**config.mk**
```make
export PLATFORM = sky130hd
export DESIGN_NAME = keypad_repeat_short_press_combo
export DESIGN_NICKNAME = d
export VERILOG_FILES = /design/src/sv/krc_pkg.sv /design/src/sv/krc_reg_slice.sv /design/src/sv/krc_frame.sv /design/src/sv/keypad_repeat_short_press_combo.sv
export SDC_FILE = /design/constraint.sdc
export NUM_CORES = 1
export LEC_CHECK = 0
export BUFFER_PORTS_ARGS = -buffer_cell sky130_fd_sc_hd__buf_2
export CORE_ASPECT_RATIO = 2
export CORE_MARGIN = 8
export CORE_UTILIZATION = 36
export DETAILED_ROUTE_END_ITERATION = 8
export PLACE_DENSITY = 0.51
export SKIP_LAST_GASP = 1
export SYNTH_ARGS = -nofsm -noshare
export SYNTH_HDL_FRONTEND = slang
export SYNTH_SLANG_ARGS = --single-unit
```
**constraint.sdc**
```tcl
create_clock -name aclk -period 9.8 [get_ports aclk]
set_input_delay 1.96 -clock aclk [delete_from_list [all_inputs] [get_ports aclk]]
set_output_delay 1.96 -clock aclk [all_outputs]
set_load 0.01 [all_outputs]
```
**src/sv/krc_pkg.sv**
```systemverilog
// Package for the keypad repeat / short press / reset combo block.
// Holds action codes, key bit positions, counter limits and register indexes.
`timescale 1ns / 1ps

package krc_pkg;

    localparam int ACT_W      = 2;
    localparam int CFG_ADDR_W = 1;
    localparam int CFG_DATA_W = 8;

    typedef enum logic [ACT_W-1:0] {
        ACT_FRAME        = 2'd0,
        ACT_LATCH        = 2'd1,
        ACT_RESET_REPEAT = 2'd2,
        ACT_UNPRESS      = 2'd3
    } action_t;

    // Configuration register indexes
    localparam logic [CFG_ADDR_W-1:0] CFG_RESET_CONFIRM = 1'd0;
    localparam logic [CFG_ADDR_W-1:0] CFG_SHORT_LIMIT   = 1'd1;

    localparam int CONFIRM_W = 8;
    localparam int LIMIT_W   = 7;
    localparam logic [CONFIRM_W-1:0] CONFIRM_RESET = 8'd4;
    localparam logic [LIMIT_W-1:0]   LIMIT_RESET   = 7'd12;

    // Key bit positions
    localparam int KEY_A      = 0;
    localparam int KEY_B      = 1;
    localparam int KEY_SELECT = 2;
    localparam int KEY_START  = 3;
    localparam int DPAD_LO    = 4;
    localparam int DPAD_W     = 4;
    localparam int KEY_R      = 8;
    localparam int COMBO_W    = 4;

    // Buffer / visible register rows
    localparam int ROWS         = 4;
    localparam int ROW_HELD     = 0;
    localparam int ROW_PRESSED  = 1;
    localparam int ROW_REPEATED = 2;
    localparam int ROW_SHORT    = 3;

    // Auto-repeat counter
    localparam int REP_W = 6;
    localparam logic [REP_W-1:0] REPEAT_ONE    = 6'd1;
    localparam logic [REP_W-1:0] REPEAT_MAX    = 6'd50;
    localparam logic [REP_W-1:0] REPEAT_FIRE   = 6'd48;
    localparam logic [REP_W-1:0] REPEAT_RELOAD = 6'd43;

    // Hold timers
    localparam int HOLD_W = 10;
    localparam logic [HOLD_W-1:0] HOLD_ONE    = 10'd1;
    localparam logic [HOLD_W-1:0] HOLD_MAX    = 10'd100;
    localparam logic [HOLD_W-1:0] HOLD_FORCED = 10'd999;

    // Combo counter
    localparam int CNT_W = 8;
    localparam logic [CNT_W-1:0] COMBO_MAX = 8'd255;

endpackage

```
**src/sv/krc_reg_slice.sv**
```systemverilog
// Single-entry register slice with valid/ready flow control.
// Standalone; used on the request side and on the result side of the block.
`timescale 1ns / 1ps

module krc_reg_slice #(
    parameter int DATA_W = 8
) (
    input  logic              aclk,
    input  logic              aresetn,
    input  logic              in_valid,
    output logic              in_ready,
    input  logic [DATA_W-1:0] in_data,
    output logic              out_valid,
    input  logic              out_ready,
    output logic [DATA_W-1:0] out_data
);

    logic              valid_reg;
    logic [DATA_W-1:0] data_reg;

    // take a new entry when empty or when the held one leaves this cycle
    assign in_ready  = !valid_reg || out_ready;
    assign out_valid = valid_reg;
    assign out_data  = data_reg;

    always_ff @(posedge aclk) begin
        if (!aresetn) begin
            valid_reg <= 1'b0;
        end else if (in_ready) begin
            valid_reg <= in_valid;
        end
    end

    always_ff @(posedge aclk) begin
        if (in_ready && in_valid) begin
            data_reg <= in_data;
        end
    end

endmodule

```
**src/sv/krc_frame.sv**
```systemverilog
// Frame logic: key edges, d-pad auto-repeat, B/R hold timers, buffers, reset combo.
// Depends on krc_pkg. Updates state on each taken request, drives the packed result.
`timescale 1ns / 1ps

module krc_frame #(
    parameter int KEY_BITS = 10
) (
    input  logic                                  aclk,
    input  logic                                  aresetn,
    input  logic                                  cfg_we,
    input  logic [krc_pkg::CFG_ADDR_W-1:0]        cfg_addr,
    input  logic [krc_pkg::CFG_DATA_W-1:0]        cfg_wdata,
    input  logic                                  take,
    input  krc_pkg::action_t                      action,
    input  logic [KEY_BITS-1:0]                   keys,
    output logic [8*KEY_BITS:0]                   res_data
);

    import krc_pkg::*;

    logic [CONFIRM_W-1:0] confirm_reg;
    logic [LIMIT_W-1:0]   limit_reg;

    logic [KEY_BITS-1:0] prev_reg, prev_next;
    logic [KEY_BITS-1:0] pressed_reg, pressed_next;
    logic [KEY_BITS-1:0] repeated_reg, repeated_next;
    logic [DPAD_W-1:0]   dpad_reg, dpad_next;
    logic [REP_W-1:0]    rep_cnt_reg, rep_cnt_next;
    logic [HOLD_W-1:0]   hold_b_reg, hold_b_next;
    logic [HOLD_W-1:0]   hold_r_reg, hold_r_next;
    logic [CNT_W-1:0]    combo_reg, combo_next;
    logic [KEY_BITS-1:0] buf_reg [ROWS];
    logic [KEY_BITS-1:0] buf_next [ROWS];
    logic [KEY_BITS-1:0] vis_reg [ROWS];
    logic [KEY_BITS-1:0] vis_next [ROWS];

    logic [KEY_BITS-1:0] pressed;
    logic [DPAD_W-1:0]   dpad;
    logic [KEY_BITS-1:0] rep_bits;
    logic [KEY_BITS-1:0] short_bits;
    logic                pulse;
    logic [HOLD_W-1:0]   limit_ext;
    logic [CNT_W-1:0]    combo_inc;

    assign pressed   = ~prev_reg & keys;
    assign dpad      = keys[DPAD_LO +: DPAD_W];
    assign limit_ext = {{(HOLD_W-LIMIT_W){1'b0}}, limit_reg};
    assign combo_inc = combo_reg + 1'b1;

    always_comb begin
        prev_next     = prev_reg;
        pressed_next  = pressed_reg;
        repeated_next = repeated_reg;
        dpad_next     = dpad_reg;
        rep_cnt_next  = rep_cnt_reg;
        hold_b_next   = hold_b_reg;
        hold_r_next   = hold_r_reg;
        combo_next    = combo_reg;
        buf_next      = buf_reg;
        vis_next      = vis_reg;
        rep_bits      = '0;
        short_bits    = '0;
        pulse         = 1'b0;

        case (action)
            ACT_FRAME: begin
                // d-pad auto-repeat: restart on a direction change, clear when no key is held
                if (|keys) begin
                    if (dpad_reg == dpad) begin
                        if (rep_cnt_reg < REPEAT_MAX) begin
                            rep_cnt_next = rep_cnt_reg + 1'b1;
                        end
                    end else begin
                        dpad_next    = dpad;
                        rep_cnt_next = REPEAT_ONE;
                    end
                end else begin
                    dpad_next    = '0;
                    rep_cnt_next = '0;
                end
                if (rep_cnt_next == REPEAT_ONE || rep_cnt_next == REPEAT_FIRE) begin
                    rep_bits                     = pressed;
                    rep_bits[DPAD_LO +: DPAD_W]  = rep_bits[DPAD_LO +: DPAD_W] | dpad_next;
                end
                if (rep_cnt_next == REPEAT_FIRE) begin
                    rep_cnt_next = REPEAT_RELOAD;
                end

                // hold timers: flag a short release, then clear
                if (keys[KEY_B]) begin
                    if (hold_b_reg < HOLD_MAX) begin
                        hold_b_next = hold_b_reg + 1'b1;
                    end
                end else begin
                    short_bits[KEY_B] = (hold_b_reg > HOLD_ONE) && (hold_b_reg < limit_ext);
                    hold_b_next       = '0;
                end
                if (keys[KEY_R]) begin
                    if (hold_r_reg < HOLD_MAX) begin
                        hold_r_next = hold_r_reg + 1'b1;
                    end
                end else begin
                    short_bits[KEY_R] = (hold_r_reg > HOLD_ONE) && (hold_r_reg < limit_ext);
                    hold_r_next       = '0;
                end

                prev_next     = keys;
                pressed_next  = pressed;
                repeated_next = rep_bits;

                buf_next[ROW_HELD]     = buf_reg[ROW_HELD] | keys;
                buf_next[ROW_PRESSED]  = buf_reg[ROW_PRESSED] | pressed;
                buf_next[ROW_REPEATED] = buf_reg[ROW_REPEATED] | rep_bits;
                buf_next[ROW_SHORT]    = buf_reg[ROW_SHORT] | short_bits;

                // reset combo: pulse once when the count steps onto the confirm value
                if (&keys[COMBO_W-1:0]) begin
                    if (combo_reg < COMBO_MAX) begin
                        combo_next = combo_inc;
                        pulse      = (confirm_reg != '0) && (combo_inc == confirm_reg);
                    end
                end else begin
                    combo_next = '0;
                end
            end
            ACT_LATCH: begin
                vis_next = buf_reg;
                for (int r = 0; r < ROWS; r++) begin
                    buf_next[r] = '0;
                end
            end
            ACT_RESET_REPEAT: begin
                vis_next[ROW_REPEATED] = '0;
                rep_cnt_next           = '0;
                dpad_next              = '0;
                hold_b_next            = HOLD_FORCED;
                hold_r_next            = HOLD_FORCED;
            end
            ACT_UNPRESS: begin
                vis_next[ROW_PRESSED] = '0;
                buf_next[ROW_PRESSED] = '0;
                pressed_next          = '0;
            end
            default: begin
                pulse = 1'b0;
            end
        endcase
    end

    assign res_data = {pulse,
                       vis_next[ROW_SHORT], vis_next[ROW_REPEATED],
                       vis_next[ROW_PRESSED], vis_next[ROW_HELD],
                       short_bits, repeated_next, pressed_next, prev_next};

    always_ff @(posedge aclk) begin
        if (!aresetn) begin
            confirm_reg <= CONFIRM_RESET;
            limit_reg   <= LIMIT_RESET;
        end else if (cfg_we) begin
            case (cfg_addr)
                CFG_RESET_CONFIRM: confirm_reg <= cfg_wdata[CONFIRM_W-1:0];
                CFG_SHORT_LIMIT:   limit_reg   <= cfg_wdata[LIMIT_W-1:0];
                default:           limit_reg   <= limit_reg;
            endcase
        end
    end

    always_ff @(posedge aclk) begin
        if (!aresetn) begin
            prev_reg     <= '0;
            pressed_reg  <= '0;
            repeated_reg <= '0;
            dpad_reg     <= '0;
            rep_cnt_reg  <= '0;
            hold_b_reg   <= '0;
            hold_r_reg   <= '0;
            combo_reg    <= '0;
            for (int r = 0; r < ROWS; r++) begin
                buf_reg[r] <= '0;
                vis_reg[r] <= '0;
            end
        end else if (take) begin
            prev_reg     <= prev_next;
            pressed_reg  <= pressed_next;
            repeated_reg <= repeated_next;
            dpad_reg     <= dpad_next;
            rep_cnt_reg  <= rep_cnt_next;
            hold_b_reg   <= hold_b_next;
            hold_r_reg   <= hold_r_next;
            combo_reg    <= combo_next;
            buf_reg      <= buf_next;
            vis_reg      <= vis_next;
        end
    end

endmodule

```
**src/sv/keypad_repeat_short_press_combo.sv**
```systemverilog
// Top level of the keypad auto-repeat / short press / reset combo block.
// Depends on krc_pkg, krc_reg_slice and krc_frame.
`timescale 1ns / 1ps

// Each request is one key frame or one control action; each gives exactly one
// result. A request is captured in an input register, its state update and
// result are formed in one pass of short logic, and the result is held in an
// output register. Throughput is one request per clock cycle while m_tready is
// high; m_tvalid rises after the request passes the input register and then the
// output register. The output register frees the input side,
// so one more request is taken while an earlier result still waits for m_tready.
// Frames update the held/pressed edges, the d-pad repeat counter (fires on the
// first frame, at count 48, then every 5 frames), the B and R hold timers
// (short press on release after 2 to short_press_limit-1 frames) and the
// A+B+Select+Start combo counter, which pulses soft_reset once when it reaches
// reset_confirm_frames. Write configuration only while no request is in flight.
// There is no clearing pass: all state is set by the synchronous reset.
module keypad_repeat_short_press_combo #(
    parameter int KEY_BITS = 10
) (
    input  logic                                       aclk,
    input  logic                                       aresetn,
    // configuration: index 0 reset_confirm_frames, index 1 short_press_limit
    input  logic                                       cfg_we,
    input  logic [krc_pkg::CFG_ADDR_W-1:0]             cfg_addr,
    input  logic [krc_pkg::CFG_DATA_W-1:0]             cfg_wdata,
    // request channel
    input  logic                                       s_tvalid,
    output logic                                       s_tready,
    // tdata from bit 0: action, raw_keys, zero fill
    input  logic [((krc_pkg::ACT_W+KEY_BITS+7)/8)*8-1:0] s_tdata,
    // result channel
    output logic                                       m_tvalid,
    input  logic                                       m_tready,
    // tdata from bit 0: cur_held, cur_pressed, cur_repeated, cur_short_press,
    // latched_held, latched_pressed, latched_repeated, latched_short_press,
    // soft_reset, zero fill
    output logic [((8*KEY_BITS+1+7)/8)*8-1:0]          m_tdata
);

    import krc_pkg::*;

    localparam int IN_W      = ACT_W + KEY_BITS;
    localparam int RES_W     = 8*KEY_BITS + 1;
    localparam int M_TDATA_W = ((RES_W + 7) / 8) * 8;

    logic                 req_valid;
    logic                 req_ready;
    logic [IN_W-1:0]      req_data;
    logic [RES_W-1:0]     res_data;
    logic [RES_W-1:0]     res_out;
    action_t              req_action;

    // hold the incoming request
    krc_reg_slice #(
        .DATA_W (IN_W)
    ) u_in_slice (
        .aclk      (aclk),
        .aresetn   (aresetn),
        .in_valid  (s_tvalid),
        .in_ready  (s_tready),
        .in_data   (s_tdata[IN_W-1:0]),
        .out_valid (req_valid),
        .out_ready (req_ready),
        .out_data  (req_data)
    );

    assign req_action = action_t'(req_data[ACT_W-1:0]);

    // advance state only when the result has a place to go
    krc_frame #(
        .KEY_BITS (KEY_BITS)
    ) u_frame (
        .aclk      (aclk),
        .aresetn   (aresetn),
        .cfg_we    (cfg_we),
        .cfg_addr  (cfg_addr),
        .cfg_wdata (cfg_wdata),
        .take      (req_valid && req_ready),
        .action    (req_action),
        .keys      (req_data[IN_W-1:ACT_W]),
        .res_data  (res_data)
    );

    // hold the result until the consumer takes it
    krc_reg_slice #(
        .DATA_W (RES_W)
    ) u_out_slice (
        .aclk      (aclk),
        .aresetn   (aresetn),
        .in_valid  (req_valid),
        .in_ready  (req_ready),
        .in_data   (res_data),
        .out_valid (m_tvalid),
        .out_ready (m_tready),
        .out_data  (res_out)
    );

    assign m_tdata = {{(M_TDATA_W-RES_W){1'b0}}, res_out};

endmodule

```
==> impl_metrics.env <==
export IMPL_status="complete, no violations"
export IMPL_cts_buffers=23
export IMPL_slew_violations=0
export IMPL_period_needed_ns=4.619
export IMPL_gp_congestion=0.8279
export IMPL_cp_start_kind="input port"
export IMPL_synth_area_top_cells="dfxtp_1 (30%), edfxtp_1 (25%), a21oi_1 (4.8%)"
export IMPL_drive_above_1_share=0.1534
export IMPL_largest_register_ffs=73
export IMPL_syn_area_per_cell_um2=9.896
export IMPL_synth_top_area_frac=0.3036
export IMPL_ys_seq_area_frac=0.5502
export IMPL_gr_usage_all_layers=0.1446
export IMPL_ys_flop_type="dfxtp_1"
export IMPL_antenna_found_initial=0
export IMPL_period_share=0.4713
export IMPL_setup_viol=0
export IMPL_clkTransAtPathRegs_ns=0.06
export IMPL_drtIter0Drc=539
export IMPL_ant_nets=0
export IMPL_cts_path_max_buffers=3
export IMPL_post_cts_setup_buffers=0
export IMPL_antenna_cells=0
export IMPL_cts_tree="built"
export IMPL_die_y_um=255.8
export IMPL_grt_pass1_vias=7630
export IMPL_synth_cell_type_count=63
export IMPL_grt_start_max_net_pins=142
export IMPL_worstSetupPathType="in -> out"
export IMPL_viasPerCell=5.219
export IMPL_yosys_cell_count_top_type="dfxtp_1"
export IMPL_synth_seq_cells=242
export IMPL_place_inst=1452
export IMPL_wl_per_cell_um=17.31
export IMPL_cp_max_fo=15
export IMPL_cts_resized=0
export IMPL_fin_worst_skew_ns=0.008745
export IMPL_end_kind="output pin"
export IMPL_drv_cap=0
export IMPL_dieWidth_um=135.9
export IMPL_numClockSinks=242
export IMPL_firstDrtPassIters=5
export IMPL_postSynthCellCount=1046
export IMPL_drc=0
export IMPL_synth_top_cells_by_count="dfxtp_1 (157), nor2_1 (113), a21oi_1 (99)"
export IMPL_dieArea_um2=34760
export IMPL_async_flop_share=0
export IMPL_vdd_drop_max_mv=0.1282
export IMPL_htree_num_levels=1
export IMPL_power_density_nw_per_um2=179.4
export IMPL_core_um2=28630
export IMPL_netlist_area_um2=10350
export IMPL_ys_warn_count=0
export IMPL_cts_root_buf="clkbuf_16"
export IMPL_cp_arrival_ns=2.66
export IMPL_fin_cells=1494
export IMPL_finalSetupTns_ns=0
export IMPL_ioPinCount=120
export IMPL_grt_overflow=0
export IMPL_cp_required_ns=7.84
export IMPL_dp_hpwl_mm=17.11
export IMPL_leakage_nw=4.386
export IMPL_slew_headroom=0.3270
export IMPL_grt_first_pass_wirelength_mm=40.85
export IMPL_vias=7797
export IMPL_tightest_slew_ns=1.009
export IMPL_rows=88
export IMPL_portBuffers=100
export IMPL_synth_top_cell_by_area="dfxtp_1"
export IMPL_fmax_mhz=216.5
export IMPL_synth_edf_count=85
export IMPL_synthToLayoutAreaGrowth_pct=14.11
export IMPL_hold_buffers=0
export IMPL_finalWirelength_mm=25.86
export IMPL_fin_nets=1171
export IMPL_grt_setup_unrepaired="no"
export IMPL_start_util=0.3616
export IMPL_hold_path_class="reg -> reg"
export IMPL_hold_violations=0
export IMPL_n_fill_cell=2829
export IMPL_insertion_delay_ns=0.52
[through the flow]
step / power (mW) / worst slack, ns / instance area, µm² / hold slack, ns / util
after floorplan: 1.222 / 4.566 / 10400 / 0.4247 / -
after detailed placement: 1.277 / 5.180 / 11090 / 0.4512 / 0.3874
after CTS: 2.149 / 5.177 / 11810 / 0.4598 / 0.4126
final: 2.119 / 5.181 / 11810 / 0.4574 / 0.4126
after global routing: 2.201 / 5.142 / 11810 / 0.4817 / 0.4126
after global placement: 1.275 / 5.185 / 11090 / 0.4458 / 0.3874
[routing by layer]
metal  up-vias  share of wire  track usage  wire length (µm)
met5         -              0            0                 0
met4         0          0.022      0.04725               563
met3        30          0.044      0.02300              1146
met2       160           0.48       0.2418             12380
met1      3766           0.46       0.1845             11770
li1       3841              -            -                 -
[power breakdown]
| part | switching [mW] | total (mW) | internal (mW) |
|---|---|---|---|
| logic | 0.106 | 0.159 | 0.0522 |
| clock network | 0.373 | 0.865 | 0.493 |
| registers | 0.0231 | 1.10 | 1.07 |
[cell usage in the layout (no fill, tap or decap), types with 19 or more instances in the layout]
cell type,netlist,final
dfxtp_1,157,157
nand2_1,84,84
edfxtp_1,85,85
inv_1,43,43
nand3_1,43,43
clkbuf_16,0,23
mux2i_1,29,29
a21oi_1,99,99
ha_1,24,23
nor2b_1,19,19
nor2_1,113,112
o21ai_0,63,63
buf_2,13,100
[critical path, cell delays in order]
cell	delay, ns
buf_2	0.10
nor2b_1	0.10
buf_4	0.25
nand2_1	0.09
buf_2	0.15
[cell families (layout without fill, tap and decap cells)]
family / count (synthesis) / count (layout) / share of synthesized area
adders and majority gates: 24 / 24 / 0.02901
xor gates and xnor gates: 17 / 17 / 0.01438
AOI/OAI and AO/OA: 251 / 251 / 0.1506
buffers and inverters: 121 / 195 / 0.05089
muxes: 47 / 47 / 0.04762
and+or+nand+nor: 343 / 343 / 0.1569
other: 1 / 15 / 0.0003623
DFF: 242 / 242 / 0.5502
[area by class of cell]
type	count	area (µm²)	share of cell area
Sequential cell	242	5695	0.4822
Multi-Input combinational cell	697	4198	0.3554
Clock buffer	36	664.4	0.05625
Timing Repair Buffer	109	580.6	0.04915
Tap cell	360	450.4	0.03814
Inverter	44	165.2	0.01398
Clock inverter	6	57.56	0.004873
[worst paths after layout]
kind	to	cells past startpoint	slack, ns	from
hold reg to reg	u_frame.limit_reg[5]$_SDFFE_PN0P_	2	0.46	u_frame.limit_reg[5]$_SDFFE_PN0P_
setup / recovery	s_tready	5	5.18	m_tready
hold / removal	u_frame.limit_reg[5]$_SDFFE_PN0P_	2	0.46	u_frame.limit_reg[5]$_SDFFE_PN0P_
setup reg to reg	u_frame.buf_reg[17]$_SDFFE_PN0P_	6	7.09	u_in_slice.out_data[1]$_DFFE_PP_
Power figures use the tool's default switching activity.
